File: config.mk
export PLATFORM = sky130hd
export DESIGN_NAME = rtp_jpeg_packetizer_top_flat
export DESIGN_NICKNAME = d
export VERILOG_FILES = /design/src/design/rjp_pkg.sv /design/src/design/rjp_ifs.sv /design/src/design/rjp_front.sv /design/src/design/rjp_queue.sv /design/src/design/rjp_back.sv /design/src/design/rtp_jpeg_packetizer_top.sv /design/src/flat_wrapper.sv
export SDC_FILE = /design/constraint.sdc
export NUM_CORES = 2
export LEC_CHECK = 0
export BUFFER_PORTS_ARGS = -buffer_cell sky130_fd_sc_hd__buf_2
export CAP_MARGIN = 30
export CORE_AREA = 2 2 401 403
export DETAILED_ROUTE_END_ITERATION = 7
export DIE_AREA = 0 0 403 405
export SLEW_MARGIN = 15
export SYNTH_ARGS = -nofsm -noshare
export SYNTH_HDL_FRONTEND = slang
export SYNTH_SLANG_ARGS = --single-unit
File: constraint.sdc
create_clock -name clk -period 6 [get_ports clk]
set_input_delay 0 -clock clk [delete_from_list [all_inputs] [get_ports clk]]
set_output_delay 0 -clock clk [all_outputs]
set_load 0.02 [all_outputs]
File: src/design/rjp_pkg.sv
// Shared types and constants for the RTP/JPEG packetizer.
// No dependencies; every other file except rjp_ifs imports this package.
`default_nettype none
package rjp_pkg;

    localparam int MAX_FRAG          = 1100;
    localparam int QUANT_TABLE_BYTES = 64;
    localparam int QUANT_TOTAL       = 2 * QUANT_TABLE_BYTES;
    localparam int QUEUE_DEPTH       = 4;
    localparam int QPTR_W            = $clog2(QUEUE_DEPTH);

    localparam logic [7:0] RTP_VERSION_BYTE = 8'h80;
    localparam logic [7:0] RTP_PT_JPEG      = 8'h1a;
    localparam logic [7:0] Q_DEFAULT        = 8'h5e;
    localparam logic [7:0] Q_TABLES         = 8'd128;
    localparam logic [7:0] DOLLAR           = 8'h24;
    localparam logic [31:0] SSRC            = 32'h13f97e67;

    localparam logic [16:0] TICKS_PER_SEC   = 17'd90000;
    localparam logic [31:0] DELTA_WRAP_MS   = 32'd1000;
    // Reciprocal of 1000 scaled by 2^38, exact for every 32-bit dividend.
    localparam logic [28:0] RECIP_1000      = 29'd274877907;
    localparam int          RECIP_SHIFT     = 38;

    // Header byte positions.
    localparam logic [4:0] POS_RTP      = 5'd4;
    localparam logic [4:0] POS_END_BASE = 5'd24;
    localparam logic [4:0] POS_END_QT   = 5'd28;

    typedef enum logic [1:0] {
        OP_FRAME   = 2'd0,
        OP_QUANT   = 2'd1,
        OP_PAYLOAD = 2'd2
    } op_t;

    typedef enum logic [1:0] {
        FR_IDLE  = 2'd0,
        FR_MUL   = 2'd1,
        FR_RECIP = 2'd2
    } front_state_t;

    typedef enum logic [1:0] {
        REG_WIDTH   = 2'd0,
        REG_HEIGHT  = 2'd1,
        REG_PREFIX  = 2'd2,
        REG_ENABLE  = 2'd3
    } reg_index_t;

    typedef struct packed {
        logic [10:0] image_width;
        logic [10:0] image_height;
        logic        interleaved_prefix;
        logic        stream_enabled;
    } cfg_t;

    // One queue entry: an optional fragment header followed by one byte.
    typedef struct packed {
        logic        hdr;
        logic        tables;
        logic        last;
        logic        end_pkt;
        logic [15:0] seq;
        logic [31:0] ts;
        logic [23:0] offset;
        logic [10:0] size;
        logic [7:0]  data;
    } qent_t;

endpackage
`default_nettype wire

File: src/design/rjp_ifs.sv
// Stream channel interfaces of the RTP/JPEG packetizer.
// Depends on nothing; ports carry valid, ready and the payload fields.
`default_nettype none
interface rjp_in_if;
    logic        valid;
    logic        ready;
    logic [1:0]  op;
    logic [7:0]  data_byte;
    logic [23:0] frame_len;
    logic [31:0] time_ms;
    logic        has_quant;
    modport source (output valid, op, data_byte, frame_len, time_ms, has_quant, input ready);
    modport sink   (input valid, op, data_byte, frame_len, time_ms, has_quant, output ready);
endinterface

interface rjp_out_if;
    logic       valid;
    logic       ready;
    logic [7:0] out_byte;
    logic       packet_end;
    modport source (output valid, out_byte, packet_end, input ready);
    modport sink   (input valid, out_byte, packet_end, output ready);
endinterface
`default_nettype wire

File: src/design/rjp_front.sv
// Front end: accepts input items, keeps frame and RTP state, and queues jobs.
// Depends on rjp_pkg.
`default_nettype none
module rjp_front
    import rjp_pkg::*;
(
    input  wire logic  clk,
    input  wire logic  rst_n,
    input  wire cfg_t  cfg,
    input  wire logic  in_valid,
    output logic       in_ready,
    input  wire logic [1:0]  op,
    input  wire logic [7:0]  data_byte,
    input  wire logic [23:0] frame_len,
    input  wire logic [31:0] time_ms,
    input  wire logic        has_quant,
    input  wire logic  q_full,
    output logic       q_push,
    output qent_t      q_data
);

    front_state_t state_reg, state_next;
    logic [15:0] seq_reg, seq_next;
    logic [31:0] ts_reg, ts_next;
    logic [31:0] prev_ms_reg, prev_ms_next;
    logic [31:0] delta_reg, delta_next;
    logic [23:0] len_reg, len_next;
    logic [23:0] off_reg, off_next;
    logic [10:0] frem_reg, frem_next;
    logic        qp_reg, qp_next;
    logic [7:0]  qc_reg, qc_next;
    logic [31:0] dms_reg, dms_next;
    logic [31:0] mul_reg;

    logic        accept;
    logic [23:0] left;
    logic [10:0] flen;
    logic        last_frag;
    logic [31:0] base_ms;
    logic [60:0] recip_prod;
    logic [48:0] mul_prod;

    assign accept    = in_valid && in_ready;
    assign left      = len_reg - off_reg;
    assign last_frag = (left <= 24'(MAX_FRAG));
    assign flen      = last_frag ? left[10:0] : 11'(MAX_FRAG);
    assign base_ms   = (prev_ms_reg == 32'd0) ? time_ms : prev_ms_reg;
    assign mul_prod  = 49'(dms_reg) * 49'(TICKS_PER_SEC);
    assign recip_prod = 61'(mul_reg) * 61'(RECIP_1000);

    // Next-state logic of the timestamp delta sequencer.
    always_comb
    begin
        state_next = state_reg;
        unique case (state_reg)
            FR_IDLE:  if (accept && op == OP_FRAME) state_next = FR_MUL;
            FR_MUL:   state_next = FR_RECIP;
            FR_RECIP: state_next = FR_IDLE;
            default:  state_next = FR_IDLE;
        endcase
    end

    always_comb
    begin
        in_ready = (state_reg == FR_IDLE) && !q_full;
    end

    always_comb
    begin
        seq_next     = seq_reg;
        ts_next      = ts_reg;
        prev_ms_next = prev_ms_reg;
        delta_next   = delta_reg;
        len_next     = len_reg;
        off_next     = off_reg;
        frem_next    = frem_reg;
        qp_next      = qp_reg;
        qc_next      = qc_reg;
        dms_next     = dms_reg;
        q_push       = 1'b0;
        q_data.hdr     = 1'b0;
        q_data.tables  = 1'b0;
        q_data.last    = last_frag;
        q_data.end_pkt = 1'b0;
        q_data.seq     = seq_reg;
        q_data.ts      = ts_reg;
        q_data.offset  = off_reg;
        q_data.size    = 11'd0;
        q_data.data    = data_byte;

        if (state_reg == FR_RECIP)
        begin
            delta_next = 32'(recip_prod[60:RECIP_SHIFT]);
        end

        if (accept)
        begin
            unique case (op)
                OP_FRAME:
                begin
                    ts_next      = ts_reg + delta_reg;
                    dms_next     = (time_ms >= base_ms) ? (time_ms - base_ms) : DELTA_WRAP_MS;
                    prev_ms_next = time_ms;
                    len_next     = frame_len;
                    off_next     = 24'd0;
                    frem_next    = 11'd0;
                    qp_next      = has_quant;
                    qc_next      = 8'd0;
                end
                OP_QUANT:
                begin
                    if (cfg.stream_enabled && qp_reg && off_reg == 24'd0 && len_reg != 24'd0
                        && !(qc_reg == 8'd0 && frem_reg != 11'd0))
                    begin
                        q_push = 1'b1;
                        if (qc_reg == 8'd0)
                        begin
                            q_data.hdr    = 1'b1;
                            q_data.tables = 1'b1;
                            q_data.size   = flen + 11'(20 + 4 + QUANT_TOTAL);
                            seq_next      = seq_reg + 16'd1;
                            frem_next     = flen;
                        end
                        qc_next = qc_reg + 8'd1;
                        if (qc_next >= 8'(QUANT_TOTAL))
                        begin
                            qp_next = 1'b0;
                        end
                    end
                end
                OP_PAYLOAD:
                begin
                    if (cfg.stream_enabled && !(qp_reg && qc_reg != 8'd0) && off_reg < len_reg)
                    begin
                        q_push = 1'b1;
                        if (frem_reg == 11'd0)
                        begin
                            qp_next      = 1'b0;
                            q_data.hdr   = 1'b1;
                            q_data.size  = flen + 11'd20;
                            seq_next     = seq_reg + 16'd1;
                            frem_next    = flen - 11'd1;
                        end
                        else
                        begin
                            frem_next = frem_reg - 11'd1;
                        end
                        off_next       = off_reg + 24'd1;
                        q_data.end_pkt = (frem_next == 11'd0);
                    end
                end
                default:
                begin
                end
            endcase
        end
    end

    always_ff @(posedge clk or negedge rst_n)
    begin
        if (!rst_n)
        begin
            state_reg   <= FR_IDLE;
            seq_reg     <= '0;
            ts_reg      <= '0;
            prev_ms_reg <= '0;
            delta_reg   <= '0;
            len_reg     <= '0;
            off_reg     <= '0;
            frem_reg    <= '0;
            qp_reg      <= 1'b0;
            qc_reg      <= '0;
        end
        else
        begin
            state_reg   <= state_next;
            seq_reg     <= seq_next;
            ts_reg      <= ts_next;
            prev_ms_reg <= prev_ms_next;
            delta_reg   <= delta_next;
            len_reg     <= len_next;
            off_reg     <= off_next;
            frem_reg    <= frem_next;
            qp_reg      <= qp_next;
            qc_reg      <= qc_next;
        end
    end

    always_ff @(posedge clk)
    begin
        dms_reg <= dms_next;
        if (state_reg == FR_MUL)
        begin
            mul_reg <= mul_prod[31:0];
        end
    end

endmodule
`default_nettype wire

File: src/design/rjp_queue.sv
// Short job queue between the front end and the byte serializer.
// Depends on rjp_pkg for the entry type and depth.
`default_nettype none
module rjp_queue
    import rjp_pkg::*;
(
    input  wire logic  clk,
    input  wire logic  rst_n,
    input  wire logic  push,
    input  wire qent_t push_data,
    output logic       full,
    input  wire logic  pop,
    output logic       head_valid,
    output qent_t      head
);

    qent_t mem [QUEUE_DEPTH];
    logic [QPTR_W-1:0] wr_reg, rd_reg;
    logic [QPTR_W:0]   cnt_reg, cnt_next;

    assign full       = (cnt_reg == (QPTR_W+1)'(QUEUE_DEPTH));
    assign head_valid = (cnt_reg != '0);
    assign head       = mem[rd_reg];

    always_comb
    begin
        cnt_next = cnt_reg;
        if (push && !pop)
        begin
            cnt_next = cnt_reg + 1'b1;
        end
        else if (pop && !push)
        begin
            cnt_next = cnt_reg - 1'b1;
        end
    end

    always_ff @(posedge clk or negedge rst_n)
    begin
        if (!rst_n)
        begin
            wr_reg  <= '0;
            rd_reg  <= '0;
            cnt_reg <= '0;
        end
        else
        begin
            if (push)
            begin
                wr_reg <= wr_reg + 1'b1;
            end
            if (pop)
            begin
                rd_reg <= rd_reg + 1'b1;
            end
            cnt_reg <= cnt_next;
        end
    end

    always_ff @(posedge clk)
    begin
        if (push)
        begin
            mem[wr_reg] <= push_data;
        end
    end

endmodule
`default_nettype wire

File: src/design/rjp_back.sv
// Back end: expands each queued job into header bytes and its data byte.
// Depends on rjp_pkg; drives the registered output channel.
`default_nettype none
module rjp_back
    import rjp_pkg::*;
(
    input  wire logic  clk,
    input  wire logic  rst_n,
    input  wire cfg_t  cfg,
    input  wire logic  head_valid,
    input  wire qent_t head,
    output logic       pop,
    output logic       out_valid,
    input  wire logic  out_ready,
    output logic [7:0] out_byte,
    output logic       packet_end
);

    logic [4:0] pos_reg, pos_next;
    logic [4:0] idx;
    logic [4:0] hdr_end;
    logic       is_data;
    logic       load;
    logic [7:0] byte_sel;
    logic       valid_reg;
    logic [7:0] byte_reg;
    logic       end_reg;

    assign idx     = (pos_reg < POS_RTP && !cfg.interleaved_prefix) ? POS_RTP : pos_reg;
    assign hdr_end = head.tables ? POS_END_QT : POS_END_BASE;
    assign is_data = !head.hdr || (idx == hdr_end);
    assign load    = head_valid && (!valid_reg || out_ready);
    assign pop     = load && is_data;

    always_comb
    begin
        pos_next = pos_reg;
        if (load)
        begin
            pos_next = is_data ? 5'd0 : idx + 5'd1;
        end
    end

    always_comb
    begin
        byte_sel = 8'd0;
        if (is_data)
        begin
            byte_sel = head.data;
        end
        else
        begin
            unique case (idx)
                5'd0:  byte_sel = DOLLAR;
                5'd2:  byte_sel = {5'd0, head.size[10:8]};
                5'd3:  byte_sel = head.size[7:0];
                5'd4:  byte_sel = RTP_VERSION_BYTE;
                5'd5:  byte_sel = RTP_PT_JPEG | {head.last, 7'd0};
                5'd6:  byte_sel = head.seq[15:8];
                5'd7:  byte_sel = head.seq[7:0];
                5'd8:  byte_sel = head.ts[31:24];
                5'd9:  byte_sel = head.ts[23:16];
                5'd10: byte_sel = head.ts[15:8];
                5'd11: byte_sel = head.ts[7:0];
                5'd12: byte_sel = SSRC[31:24];
                5'd13: byte_sel = SSRC[23:16];
                5'd14: byte_sel = SSRC[15:8];
                5'd15: byte_sel = SSRC[7:0];
                5'd17: byte_sel = head.offset[23:16];
                5'd18: byte_sel = head.offset[15:8];
                5'd19: byte_sel = head.offset[7:0];
                5'd21: byte_sel = head.tables ? Q_TABLES : Q_DEFAULT;
                5'd22: byte_sel = cfg.image_width[10:3];
                5'd23: byte_sel = cfg.image_height[10:3];
                5'd27: byte_sel = 8'(QUANT_TOTAL);
                default: byte_sel = 8'd0;
            endcase
        end
    end

    always_ff @(posedge clk or negedge rst_n)
    begin
        if (!rst_n)
        begin
            pos_reg   <= '0;
            valid_reg <= 1'b0;
        end
        else
        begin
            pos_reg <= pos_next;
            if (load)
            begin
                valid_reg <= 1'b1;
            end
            else if (out_ready)
            begin
                valid_reg <= 1'b0;
            end
        end
    end

    always_ff @(posedge clk)
    begin
        if (load)
        begin
            byte_reg <= byte_sel;
            end_reg  <= is_data && head.end_pkt;
        end
    end

    assign out_valid  = valid_reg;
    assign out_byte   = byte_reg;
    assign packet_end = end_reg;

endmodule
`default_nettype wire

File: src/design/rtp_jpeg_packetizer_top.sv
// RTP/JPEG packetizer top level: configuration registers, front, queue, back.
// Depends on rjp_pkg, rjp_ifs, rjp_front, rjp_queue and rjp_back.
//
// Items enter on in_ch: frame starts (op 0), quantization table bytes (op 1)
// and scan payload bytes (op 2). Packet bytes leave on out_ch one per
// transfer, with packet_end set on the last byte of each packet.
// Configuration is written through cfg_wen/cfg_index/cfg_data; the user must
// do so only while idle; the block does not enforce this. An accepted table
// or payload byte goes through the job queue into the output register and is
// held there until the receiver is ready. A byte that opens a fragment first
// emits 20 to 28 header bytes, so the sustained rate is one output byte per
// cycle while the receiver is ready, set by the single-byte output register;
// input is taken every cycle while the four-entry job queue has room. A frame
// start takes the front end through FR_MUL and FR_RECIP, the two registered
// multiplies that turn the millisecond delta into 90 kHz ticks. Reset zeroes
// the configuration and all frame and RTP state but the multiplier registers
// dms_reg and mul_reg. When the receiver stalls, the output register holds
// its byte, the queue fills, and then in_ch.ready drops until room frees up.
`default_nettype none
module rtp_jpeg_packetizer_top
    import rjp_pkg::*;
(
    input  wire logic        clk,
    input  wire logic        rst_n,
    rjp_in_if.sink           in_ch,
    rjp_out_if.source        out_ch,
    input  wire logic        cfg_wen,
    input  wire logic [1:0]  cfg_index,
    input  wire logic [10:0] cfg_data
);

    cfg_t  cfg_reg;
    logic  q_push, q_full, q_pop, q_head_valid;
    qent_t q_in, q_head;

    always_ff @(posedge clk or negedge rst_n)
    begin
        if (!rst_n)
        begin
            cfg_reg <= '0;
        end
        else if (cfg_wen)
        begin
            unique case (reg_index_t'(cfg_index))
                REG_WIDTH:  cfg_reg.image_width        <= cfg_data;
                REG_HEIGHT: cfg_reg.image_height       <= cfg_data;
                REG_PREFIX: cfg_reg.interleaved_prefix <= cfg_data[0];
                REG_ENABLE: cfg_reg.stream_enabled     <= cfg_data[0];
                default:    cfg_reg <= cfg_reg;
            endcase
        end
    end

    rjp_front u_front (
        .clk       (clk),
        .rst_n     (rst_n),
        .cfg       (cfg_reg),
        .in_valid  (in_ch.valid),
        .in_ready  (in_ch.ready),
        .op        (in_ch.op),
        .data_byte (in_ch.data_byte),
        .frame_len (in_ch.frame_len),
        .time_ms   (in_ch.time_ms),
        .has_quant (in_ch.has_quant),
        .q_full    (q_full),
        .q_push    (q_push),
        .q_data    (q_in)
    );

    rjp_queue u_queue (
        .clk        (clk),
        .rst_n      (rst_n),
        .push       (q_push),
        .push_data  (q_in),
        .full       (q_full),
        .pop        (q_pop),
        .head_valid (q_head_valid),
        .head       (q_head)
    );

    rjp_back u_back (
        .clk        (clk),
        .rst_n      (rst_n),
        .cfg        (cfg_reg),
        .head_valid (q_head_valid),
        .head       (q_head),
        .pop        (q_pop),
        .out_valid  (out_ch.valid),
        .out_ready  (out_ch.ready),
        .out_byte   (out_ch.out_byte),
        .packet_end (out_ch.packet_end)
    );

endmodule
`default_nettype wire

File: src/flat_wrapper.sv
// flat-port wrapper written by rule: the top's interface ports become plain ports
module rtp_jpeg_packetizer_top_flat import rjp_pkg::*;
  (clk, rst_n, cfg_wen, cfg_index, cfg_data, in_ch_valid, in_ch_op, in_ch_data_byte, in_ch_frame_len, in_ch_time_ms, in_ch_has_quant, in_ch_ready, out_ch_valid, out_ch_out_byte, out_ch_packet_end, out_ch_ready);
  rjp_in_if in_ch_i ();
  rjp_out_if out_ch_i ();
  input  wire logic clk;
  input  wire logic rst_n;
  input  wire logic cfg_wen;
  input  wire logic [1:0] cfg_index;
  input  wire logic [10:0] cfg_data;
  input wire logic [$bits(in_ch_i.valid)-1:0] in_ch_valid;
  input wire logic [$bits(in_ch_i.op)-1:0] in_ch_op;
  input wire logic [$bits(in_ch_i.data_byte)-1:0] in_ch_data_byte;
  input wire logic [$bits(in_ch_i.frame_len)-1:0] in_ch_frame_len;
  input wire logic [$bits(in_ch_i.time_ms)-1:0] in_ch_time_ms;
  input wire logic [$bits(in_ch_i.has_quant)-1:0] in_ch_has_quant;
  output wire logic [$bits(in_ch_i.ready)-1:0] in_ch_ready;
  output wire logic [$bits(out_ch_i.valid)-1:0] out_ch_valid;
  output wire logic [$bits(out_ch_i.out_byte)-1:0] out_ch_out_byte;
  output wire logic [$bits(out_ch_i.packet_end)-1:0] out_ch_packet_end;
  input wire logic [$bits(out_ch_i.ready)-1:0] out_ch_ready;
  assign in_ch_i.valid = in_ch_valid;
  assign in_ch_i.op = in_ch_op;
  assign in_ch_i.data_byte = in_ch_data_byte;
  assign in_ch_i.frame_len = in_ch_frame_len;
  assign in_ch_i.time_ms = in_ch_time_ms;
  assign in_ch_i.has_quant = in_ch_has_quant;
  assign in_ch_ready = in_ch_i.ready;
  assign out_ch_valid = out_ch_i.valid;
  assign out_ch_out_byte = out_ch_i.out_byte;
  assign out_ch_packet_end = out_ch_i.packet_end;
  assign out_ch_i.ready = out_ch_ready;
  rtp_jpeg_packetizer_top u_core (.clk(clk), .rst_n(rst_n), .in_ch(in_ch_i), .out_ch(out_ch_i), .cfg_wen(cfg_wen), .cfg_index(cfg_index), .cfg_data(cfg_data));
endmodule
; Word-level counts from Yosys, hierarchy flattened
; Memories as Yosys holds them, arrays and structs flattened.
; Index checks and enable logic that the tools add are counted.
[totals]
n_memories = 1
ramBits = 380
inputBits = 85
elab_cells = 197
output_inout_bits = 11
reg_bits = 279
[classes]
reduce_logical = 57
mux = 58
n_lt_le_gt_ge = 5
eq_ne = 36
addsub = 15
n_mul = 2
[mem_list]
columns = name, words, word_bits, rd, rd_ports_with_merged_regs, wr, line_no
row1 = u_core.u_queue.mem, 4, 95, 1, 0, 1, rjp_queue.sv:17  ; qent_t mem [QUEUE_DEPTH];
[ops]
columns = operator, count
row1 = 8-bit case mux with 21 select lines, 1
row2 = 11-bit 2-to-1 mux, 13
row3 = 16-bit 2-to-1 mux, 4
row4 = 28-bit by 29-bit multiplier with 57-bit output (second input constant), 1
row5 = 24-bit case mux with 2 select lines, 1
row6 = 5-bit by 4-bit equality test with 1-bit output (second input constant), 8
row7 = 5-bit equality test (second input constant), 7
row8 = 11-bit case mux with 3 select lines, 1
row9 = 32-bit by 23-bit adder with 32-bit output, 1
row10 = 32-bit greater-or-equal comparator, 1
row11 = 32-bit logical NOT, 1
row12 = 32-bit by 13-bit multiplier with 28-bit output (second input constant), 1
row13 = 32-bit 2-to-1 mux, 1
row14 = 16-bit case mux with 2 select lines, 1
row15 = 32-bit subtractor, 1
row16 = 24-bit by 1-bit adder with 24-bit output (second input constant), 1
row17 = 24-bit by 11-bit less-or-equal comparator with 1-bit output (second input constant), 1
row18 = 24-bit logical NOT, 1
row19 = 24-bit less-than comparator, 1
row20 = 24-bit 2-to-1 mux, 1
row21 = 8-bit 2-to-1 mux, 3
row22 = 24-bit nonzero test, 1
row23 = 24-bit subtractor, 1
row24 = 11-bit logical NOT, 2
row25 = other kinds (42), 118

; Logic depth before layout (Yosys ltp)
[depth]
word_depth = 12
mapped_depth = 26
mapped_depth_nobuf = 26

; Hierarchy
; A second synthesis with hierarchy kept.
[hier_totals]
cells_unflattened = 4131
hier_area_um2 = 48006.0
[by_module_without_submodules]
columns = mod, area_each_um2, seq_area_each_um2, cells_each, n_inst
row1 = rjp_front, 31076.1, 6010.8, 3310, 1
row2 = rjp_queue, 14097.3, 11586.1, 531, 1
row3 = rjp_back, 1873.0, 420.4, 236, 1
row4 = rtp_jpeg_packetizer_top, 959.7, 600.6, 54, 1

; Worst setup path after synthesis
; OpenSTA, ideal clock, no wires.
[synth_timing]
path_kind = register to register
from = reg u_core.u_front.mul_reg[29]
to = reg u_core.u_front.delta_reg[17]
t_required_ns = 5.866
setup_ns = 0.134
t_arrival_ns = 6.448
period_less_slack_ns = 6.582
path_stages_with_launch = 24
path_slack_ns = -0.582
path_buffers = 0
cell_sequence = edfxtp_1 -> fa_1 -> inv_1 -> fa_1 -> inv_1 -> fa_1 -> fa_1 -> inv_1 -> fa_1 -> fa_1 -> inv_1 -> fa_1 -> ha_1 -> nand4_1 -> a211oi_1 -> o211a_1 -> o21ai_0 -> a21oi_1 -> o21ai_0 -> a21oi_1 -> o21ai_0 -> o31ai_1 -> xnor2_1 -> o21ai_0
[synth_between]
elab_chain_cells = 1
[synth_rtl]
columns = item, line_no
row1 = "start, declared", rjp_front.sv:33  ; logic [31:0] mul_reg;
row2 = "start signal, assigned", rjp_front.sv:194  ; mul_reg <= mul_prod[31:0];
row3 = 28-bit by 29-bit multiplier with 57-bit output, rjp_front.sv:49  ; assign recip_prod = 61'(mul_reg) * 61'(RECIP_1000);
row4 = "end signal, assigned", rjp_front.sv:180  ; delta_reg <= delta_next;
row5 = "end, declared", rjp_front.sv:26  ; logic [31:0] delta_reg, delta_next;
; No other way between the ends.
; A chain may end at the register's enable or synchronous reset.

; Worst setup path after layout
[layout_timing]
from = reg u_core.u_front.mul_reg[31]
to = reg u_core.u_front.delta_reg[15]
; The elaborated chain is that of the path after synthesis.

==> key figures <==
Status
  • Status: complete, but fails checks
  • Failing checks: setup timing

Placement
  • Pre-CTS setup slack: -0.8761 ns
  • Dpl hpwl: 92,120 um
  • Routability cong.: 0.9066
  • Port bufs: 93
  • Placed Cells: approximately 6,400

GRT
  • Initial antenna violation count: 4
  • Grt peak-use layer: met2
  • M2 GR Usage: 0.2432
  • Gr ovfl total: 0
  • GRT met1 Usage: 0.2043
  • Largest net degree at the start of global routing: 108
  • GR Util met3: 0.02290
  • Gr usage total: 0.1477
  • Global-route wire length before repair: 188,600 um
  • Vias in the first global route: ~33,000

CTS
  • Num CTS Buffers: 69
  • H-tree Lvls: 3
  • CTS tree: built
  • Root Driver: clkbuf_16
  • CTS Sinks: 649
  • CTS max path bufs: 3
  • Worst-path clk slew: 0.07 ns
  • Clk Latency, worst-skew pair: 0.69 ns

Synth
  • Asr flop ratio synth: 0.3143
  • Post-Synthesis Net Count: around 5,000
  • Cell Area, Synth: 47,480 um^2
  • Top_reg_cell synth: edfxtp_1
  • Ys Warns: 0
  • Post-synth EDFFs: 445
  • Synthesized area per cell: between 10 and 15 um^2
  • #FFs+latches synth: around 650
  • Leading area contributor after synthesis: edfxtp_1
  • Yosys cell types: 97
  • Commonest cells post-synth: inv_1 (702), ha_1 (502), edfxtp_1 (445)
  • Synth top area share: 0.2815
  • Post-synthesis sequential area ratio: 0.3890
  • Area contributors post-synth: edfxtp_1 (28%), fa_1 (16%), ha_1 (13%), dfrtp_1 (11%), inv_1 (5.6%)
  • Post-Syn Instances: 4,099
  • Most frequent cell after synthesis: inv_1

Route
  • First-pass iteration count of the detailed router: 6
  • WL per Instance: around 18 um
  • Routed vias/inst: 4.693
  • DRC: 0
  • Drt initial violations: 2,073
  • Post-DRT Antenna Nets: 0
  • Final WL: 119,000 um
  • Routed vias: 31,220

Floorplan
  • I/O pin count: 96
  • Die area: 163,200 um^2
  • Initial Utilization: 0.2981
  • Die H: 405 um
  • DIE WIDTH: 403 um
  • Standard-cell rows: between 100 and 150
  • Core box area: around 160,000 um^2

Critical path
  • Most frequent CP cell: fa_2
  • Worst Path Arrival: a little under 7 ns
  • Crit-path cells: buf_6, fa_2, inv_2, fa_2, inv_2, fa_2, fa_2, inv_2, fa_1, fa_1, inv_1, fa_1, ha_4, buf_6, a21oi_4, o21ai_2, a221oi_4, a21oi_4, o21ai_4, a21oi_4, o211ai_1, a21boi_2, o21a_1, o31ai_1
  • CP max-delay cell: fa_2
  • Crit path required time: 6.56 ns
  • Setup CP Type: reg -> reg
  • Crit path largest cell delay: 0.54 ns
  • Worst setup EP type: register
  • Worst-path fanout max: 3
  • Top delay family on crit path: adder cells
  • Critical Path Source Type: register
  • Buffers plus inverters on the worst setup path: 6

Timing
  • RSZ-0062 raised after global routing: true
  • Period utilization: 1.067
  • Final setup violation count: 20
  • Worst Setup Slack, final: -0.3994 ns
  • Final Hold Vio Count: 0
  • Worst Max-Slew Pin Slew: between 0.8 and 0.9 ns
  • Min Tclk post-route: 6.399 ns
  • Max Freq: 156.3 MHz
  • Worst hold margin: 0.03767 ns
  • Final Max Tran Viols: 0
  • Slew headroom: 0.4159
  • Clk_skew: 0.05396 ns

Cells and area
  • Final Util: 0.3531
  • Post-Layout Cell Count: 6,652
  • FILL cells: 15,680
  • Seq. cell area: roughly 18,000 um^2
  • Area delta synth->final: 18.48%
  • Multi-input gate area: around 27,000 um^2
  • Max reg flops: 380
  • Nets: 5,483
  • Layout cells sized above 1: 0.1617

Min path
  • Hold Crit Class: in -> reg

Flow run
  • Max-cap viol count: 0
[cells by family (layout without fill, tap and decap cells)]
kind of cell	after synthesis	in the layout	synth area share
buffers and inverters	796	1262	0.06312
XOR/XNOR	162	162	0.03004
other	0	1	0
AO/OA/AOI/OAI	567	567	0.07777
multiplexers	141	141	0.05540
adder cells (fa/ha/maj)	888	888	0.2951
AND/OR/NAND/NOR	896	896	0.08963
flip-flops	649	649	0.3890
[path summary, 6_finish.rpt]
check,from,to,slack (ns),cells after the start
max,u_core.u_front.mul_reg[31],u_core.u_front.delta_reg[15],-0.40,24
min,cfg_wen,u_core.cfg_reg[6],0.04,3
max reg2reg,u_core.u_front.mul_reg[31],u_core.u_front.delta_reg[15],-0.40,24
min reg2reg,u_core.u_front.delta_reg[6],u_core.u_front.delta_reg[6],0.49,2
max in group asynchronous,rst_n,u_core.u_front.prev_ms_reg[0],4.47,4
min in group asynchronous,rst_n,u_core.cfg_reg[20],0.43,3
[worst reg2reg max path: cells and delay by family, from the launching register on]
family                     cells  cell delay [ns]
adders and majority gates      8             3.72
DFF                            1             0.42
buffers and inverters          6             0.46
AOI/OAI and AO/OA             10             1.70
[layout by cell type, fill, tap and decap left out, types with 15 or more instances in the layout]
cell	synthesis	final
xor2_1	48	48
a21oi_1	167	160
dlygate4sd3_1	0	84
clkbuf_16	0	75
mux4_2	95	95
inv_1	702	687
fa_2	0	22
nor2b_1	24	23
a31oi_1	22	22
o21a_1	20	20
ha_1	502	471
mux2_2	24	24
buf_4	0	238
ha_4	0	27
nand2b_1	25	25
o21ai_0	115	101
nor3_1	57	56
o31ai_1	18	15
xnor2_1	113	110
fa_1	386	364
nand3_1	73	72
nor2_1	173	169
mux2i_1	22	22
and3_1	24	24
nor4_1	32	32
dfrtp_1	204	202
a21o_1	42	42
edfxtp_1	445	445
nand2_1	360	359
nand4_1	49	49
buf_2	7	92
a211oi_1	21	16
[what timing repair did]
item / 4_1_cts / 5_1_grt
gates resized for setup: 42 / 58
pin swaps: 61 / 65
endpoints found under the hold margin: 236 / 0
setup endpoints to repair: 23 / 35
buffers inserted: 23 / 20
hold buffers: 85 / 0
[cell type report]
class                   instances  area share
inverters                     702     0.04687
clock buffers                  96     0.03619
flip-flops and latches        649      0.3285
well taps                    2086     0.04640
diodes                          1  0.00004449
clock inverters                30    0.007541
repair buffers                434     0.06053
multi-input cells            2654      0.4740
[routing by layer]
metal,vias to the layer above,share of wire,routed length (um)
met1,15480,0.46,54790
li1,14960,-,-
met2,653,0.47,55840
met4,4,0.021,2465
met3,123,0.049,5828
met5,-,0.00018,21
[per-stage QoR]
stage | TNS, ns | area (um^2)
after floorplan | -0.6281 | 47660
final | -5.500 | 56250
after detailed placement | -12.97 | 52140
after global placement | -9.615 | 52140
after global routing | -10.69 | 56250
after CTS | -5.467 | 55810
Power is left out: the tool's default activity adds up to more than one toggle a clock period on the data nets, which glitch-free logic cannot reach.
